File: config.mk
export PLATFORM = sky130hd
export DESIGN_NAME = cpl_fifo
export DESIGN_NICKNAME = d
export VERILOG_FILES = /design/src/rtl/closest_points_between_lines_defines.svh /design/src/rtl/cpl_pkg.sv /design/src/rtl/cpl_fifo.sv
export SDC_FILE = /design/constraint.sdc
export NUM_CORES = 2
export LEC_CHECK = 0
export ABC_CLOCK_PERIOD_IN_PS = 16500
export BUFFER_PORTS_ARGS = -buffer_cell sky130_fd_sc_hd__buf_2
export CORE_ASPECT_RATIO = 1.2
export CORE_MARGIN = 8
export CORE_UTILIZATION = 55
export DETAILED_ROUTE_END_ITERATION = 12
export GPL_ROUTABILITY_DRIVEN = 0
export PLACE_DENSITY = 0.76
export SLEW_MARGIN = 30
export SYNTH_ARGS = -nofsm -noshare
export SYNTH_HDL_FRONTEND = slang
export SYNTH_SLANG_ARGS = --single-unit
export TNS_END_PERCENT = 30
File: constraint.sdc
create_clock -name i_clk -period 16.5 [get_ports i_clk]
set_input_delay 0.825 -clock i_clk [delete_from_list [all_inputs] [get_ports i_clk]]
set_output_delay 0.825 -clock i_clk [all_outputs]
set_load 0.01 [all_outputs]
File: src/rtl/closest_points_between_lines_defines.svh
// ----------------------------------------------------------------------------
// Assertion macros for the closest points block
// Property wrappers used by the RTL file that checks its own logic.
// ----------------------------------------------------------------------------
`ifndef CLOSEST_POINTS_BETWEEN_LINES_DEFINES_SVH
`define CLOSEST_POINTS_BETWEEN_LINES_DEFINES_SVH

// Consequent must hold in the same cycle as the antecedent.
`define CPL_ASSERT_SAME(lbl, clk, rst_n, ante, cons, msg) \
    lbl: assert property (@(posedge clk) disable iff (!rst_n) (ante) |-> (cons)) \
        else $error(msg);

// Consequent must hold in the cycle after the antecedent.
`define CPL_ASSERT_NEXT(lbl, clk, rst_n, ante, cons, msg) \
    lbl: assert property (@(posedge clk) disable iff (!rst_n) (ante) |=> (cons)) \
        else $error(msg);

`endif

File: src/rtl/cpl_pkg.sv
`timescale 1ns / 1ps
// ----------------------------------------------------------------------------
// cpl_pkg
// Widths, types and codes shared by the closest points front end, queue and
// solver.
// ----------------------------------------------------------------------------
package cpl_pkg;

    localparam int CW     = 24;                     // coordinate bits, Q12.12
    localparam int FW     = 16;                     // fraction bits of s and t
    localparam int DW     = CW + 1;                 // direction / offset bits
    localparam int PW     = 2 * DW;                 // one exact product
    localparam int DOTW   = PW + 2;                 // dot product of three terms
    localparam int DIG    = 16;                     // multiplier digit width
    localparam int NDIG   = (DOTW + DIG - 1) / DIG; // digits per operand
    localparam int YW     = NDIG * DIG;
    localparam int KW     = $clog2(NDIG);
    localparam int ACCW   = 2 * DOTW + 1;           // difference of two products
    localparam int DENW   = ACCW - 1;               // positive divisor
    localparam int NMAGW  = ACCW + FW;              // dividend magnitude
    localparam int QB     = CW + FW + 2;            // quotient bits produced
    localparam int NHW    = NMAGW - QB;
    localparam int SW     = CW + FW + 3;            // signed s and t
    localparam int THRW   = 32;
    localparam int QDEPTH = 4;
    localparam int QAW    = $clog2(QDEPTH);

    typedef logic signed [CW-1:0]   t_coord;
    typedef logic signed [DW-1:0]   t_dir;
    typedef logic signed [DOTW-1:0] t_dot;

    typedef enum logic [2:0] {
        CASE_GENERAL  = 3'd0,
        CASE_PARALLEL = 3'd1,
        CASE_DEG1     = 3'd2,
        CASE_DEG2     = 3'd3,
        CASE_BOTH     = 3'd4
    } t_case;

    typedef enum logic [2:0] {
        ST_IDLE,
        ST_LOAD,
        ST_MAC,
        ST_SETUP,
        ST_DIV,
        ST_POINT,
        ST_DONE
    } t_bstate;

    typedef struct packed {
        t_coord [2:0] p1;
        t_coord [2:0] p2;
        t_dir   [2:0] d1;
        t_dir   [2:0] d2;
        t_dot         a;
        t_dot         e;
        t_dot         b;
        t_dot         c;
        t_dot         f;
        t_case        code;
    } t_job;

    typedef struct packed {
        t_coord [2:0] near1;
        t_coord [2:0] near2;
        t_case        code;
    } t_result;

    typedef struct packed {
        logic empty;
        logic full;
    } t_fifo_stat;

    typedef struct packed {
        logic          busy;
        logic          ovf;
        logic          rem_nz;
        logic [QB-1:0] q;
    } t_div_res;

endpackage

File: src/rtl/cpl_fifo.sv
`timescale 1ns / 1ps
// ----------------------------------------------------------------------------
// cpl_fifo
// Short job queue between the front end and the solver, registered read.
// ----------------------------------------------------------------------------
module cpl_fifo import cpl_pkg::*; (
    input  logic       i_clk,
    input  logic       i_rst_n,
    input  logic       i_wr,
    input  t_job       i_wdata,
    input  logic       i_rd,
    output t_job       o_rdata,
    output t_fifo_stat o_stat
);

    t_job         r_mem [QDEPTH];
    t_job         r_rdata;
    logic [QAW:0] r_wp, r_rp;

    assign o_stat.empty = (r_wp == r_rp);
    assign o_stat.full  = (r_wp[QAW] != r_rp[QAW]) && (r_wp[QAW-1:0] == r_rp[QAW-1:0]);
    assign o_rdata      = r_rdata;

    always_ff @(posedge i_clk) begin
        if (!i_rst_n) begin
            r_wp <= '0;
            r_rp <= '0;
        end else begin
            if (i_wr) begin
                r_wp <= r_wp + 1'b1;
            end
            if (i_rd) begin
                r_rp <= r_rp + 1'b1;
            end
        end
    end

    always_ff @(posedge i_clk) begin
        if (i_wr) begin
            r_mem[r_wp[QAW-1:0]] <= i_wdata;
        end
        if (i_rd) begin
            r_rdata <= r_mem[r_rp[QAW-1:0]];
        end
    end

endmodule

==> results_dict.tcl <==
set metrics [dict create \
    fmax_ghz 0.203 \
    start_util_pct 55.3 \
    hold_path_class "primary input to flop" \
    rows 169 \
    swShare_pct 22.0 \
    yosysMostFrequentCell "edfxtp_1" \
    die_h_um 477 \
    critical_path_required_ns 16.99 \
    syn_area_um2 97500 \
    worstSkewPairLatency_ns 0.88 \
    grt_pass1_vias 46100 \
    p_int_uw 12100 \
    cp-start-kind "flop" \
    peakVddDrop_uv 148 \
    r2r-start "r_wp[1]" \
    routed_wirelength_um 245000 \
    globalRoute.totalOverflow 0 \
    antenna_left 0 \
    cp-end-kind "flop" \
    whs_endpoint "r_mem[3][428]" \
    holdBufCountCts 0 \
    via_per_inst 6.04 \
    final_area_um2 114000 \
    rsz0062_at_grt "no" \
    postPlaceCellArea_um2 106000 \
    cts_buffers 241 \
    min_path_cells 1 \
    area_delta_synth_final_pct 17.3 \
    reg2reg_to "r_mem[3][408]" \
    pwr-share-clk_pct 38.0 \
    async_reset_ff_share_pct 0 \
    buffer_ports.inserted 1119 \
    drt_iter0_markers 4312 \
    crit_type "flop to flop" \
    finalSetupViolations 0 \
    drc_errors 0 \
    syn_avg_cell_area_um2 27.8 \
    finalNonFillerCells 7407 \
    ys_seq_area_share_pct 85.9 \
    synth_cells 3504 \
    grt_max_degree 149 \
    holdCritStartpoint "i_wdata[428]" \
    power_density_nw_per_um2 136 \
    path_clk_slew_ns 0.07 \
    cp_num_buf_inv 4 \
    fp.dieW_um 400 \
    synth_nets 4070 \
    synth_cell_types 18 \
    hold_viol 0 \
    clock_skew_ns 0.0751 \
    drive_above_1_share_pct 42.2 \
    slew_headroom_pct 31.1 \
    synth-edff-count 2785 \
    switchingPower_uw 3410 \
    status "complete, no violations" \
    dpl.cell_count 6857 \
    crit_chain "ha_1 -> and2_4 -> buf_4 -> buf_4 -> buf_4 -> buf_4" \
    ys_top_cells_by_area "edfxtp_1 86%, mux4_2 13%, buf_6 0.67%" \
    p_comb_share_pct 7.4 \
    core_area_um2 176000 \
    cts_root_buf "clkbuf_16" \
    finalMaxSlewViolations 0 \
    max_cap_violations 0 \
    critPathSlowestCell "buf_4" \
    dr.pass1.iters 5 \
    cpMostUsedCell "buf_4" \
    cp.arrival_ns 5.41 \
    cts_setup_buffers 0 \
    h-tree-depth 4 \
    synth_largest_area_cell "edfxtp_1" \
    cts_resized 0 \
    timing.setup.tns_ns 0 \
    grtUsageTotal_pct 24.9 \
    total_leakage_power_uw 0.0380 \
    dpl.hpwl_um 146000 \
    critical-path-top-delay-family "buffers and inverters" \
    max_stage_delay_ns 0.86 \
    cts_sinks 2791 \
    r2r_slack_ns 11.58 \
    antenna_found_initial 147 \
    num-nets-final 5361 \
    cts_tree "built" \
    cts_buffer_depth 3 \
    synth_seq_cells 2791 \
    wl_per_cell_um 33.0 \
    ys.warnings.count 0 \
    synth_commonest_cells "2,785 x edfxtp_1, 557 x mux4_2, 58 x buf_6" \
    reg2reg_depth 6 \
    io_pins 1120 \
    period_minus_slack_ns 4.92 \
    grt_pass1_wl_um 341000 \
    critical_path.max_fanout 64 \
    synth-main-ff-cell "edfxtp_1" \
    synth.top_cell.area_share_pct 85.8 \
    finalCritPeriodShare_pct 29.8 \
    sequentialPowerShare_pct 54.6 \
    dieArea_um2 191000 \
    worstMarginPinSlew_ns 1.03 \
    vias 44700 \
]
registers in the layout, summed over array words and instances, names as in the netlist:
name,cells
o_rdata,557
r_mem,2228
r_rp,3
r_wp,3
metal layers:
metal	GRT usage, %	routed length, um	part of all wire (%)
met5	0	665	0.27
met4	9.09	9000	3.7
met3	10.0	29400	12
met2	41.1	123000	50
met1	29.7	83100	34
cells by family after synthesis:
| kind of cell | synth area share (%) |
|---|---|
| simple gates | 0.0693 |
| xor+xnor | 0.0449 |
| mux | 12.9 |
| compound gates | 0.0308 |
| fa+ha+maj | 0.0642 |
| flops | 85.9 |
| buf+inv | 1.01 |
power by group through the flow:
stage                     sequential, uW  combinational [uW]  clock (uW)
after floorplan                     8750                 563           0
after global placement              8580                1110           0
after detailed placement            8590                1140           0
after CTS                           8460                1160        5980
after global routing                8480                1210        6220
final                               8460                1140        5890
final cells by class:
class                   instances  area, um2
fillers                     10700      62000
multi-input cells             585      12800
flip-flops and latches       2791      83800
repair buffers               1173       6310
clock inverters               187       2220
clock buffers                 274       6150
diodes                         86        215
inverters                       3       11.3
well taps                    2308       2890
per-stage QoR:
stage | utilization [%] | total power, uW | worst slack, ns | hold WS [ns]
floorplan | - | 9320 | 1.91 | 0.530
finish | 64.8 | 15500 | 11.58 | 0.164
global placement | 59.9 | 9690 | 11.09 | 0.555
CTS | 64.7 | 15600 | 11.58 | 0.0695
global route | 64.8 | 15900 | 11.39 | 0.108
detailed placement | 59.9 | 9730 | 11.16 | 0.564
worst max-delay path by stage:
stage                     to    start  depth (start not counted)  slack [ns]
2_1_floorplan    r_mem[3][0]     i_wr                          2        1.91
3_3_place_gp   r_mem[3][372]     i_wr                          6       11.09
3_5_place_dp   r_mem[3][392]     i_wr                          6       11.16
4_1_cts        r_mem[3][408]  r_wp[1]                          6       11.58
5_1_grt        r_mem[3][408]  r_wp[1]                          6       11.39
6_report       r_mem[3][408]  r_wp[1]                          6       11.58
placed cells by master (no fill, tap or decap), types with 2 or more instances in the layout:
cell	n
a21bo_2	2
a21oi_1	2
and2_4	4
buf_12	13
buf_16	5
buf_2	1118
buf_4	28
buf_6	8
bufinv_16	39
clkbuf_1	33
clkbuf_16	241
clkinv_1	51
clkinv_16	7
clkinv_2	50
clkinv_4	9
clkinv_8	2
clkinvlp_4	17
dfxtp_1	4
dfxtp_4	2
diode_2	86
edfxtp_1	2785
ha_1	5
inv_1	3
inv_16	4
inv_6	5
inv_8	3
mux2i_1	2
mux4_2	557
nand3b_1	2
nor2_1	4
xnor2_1	3
xor2_1	2
Power figures use the tool's default switching activity.
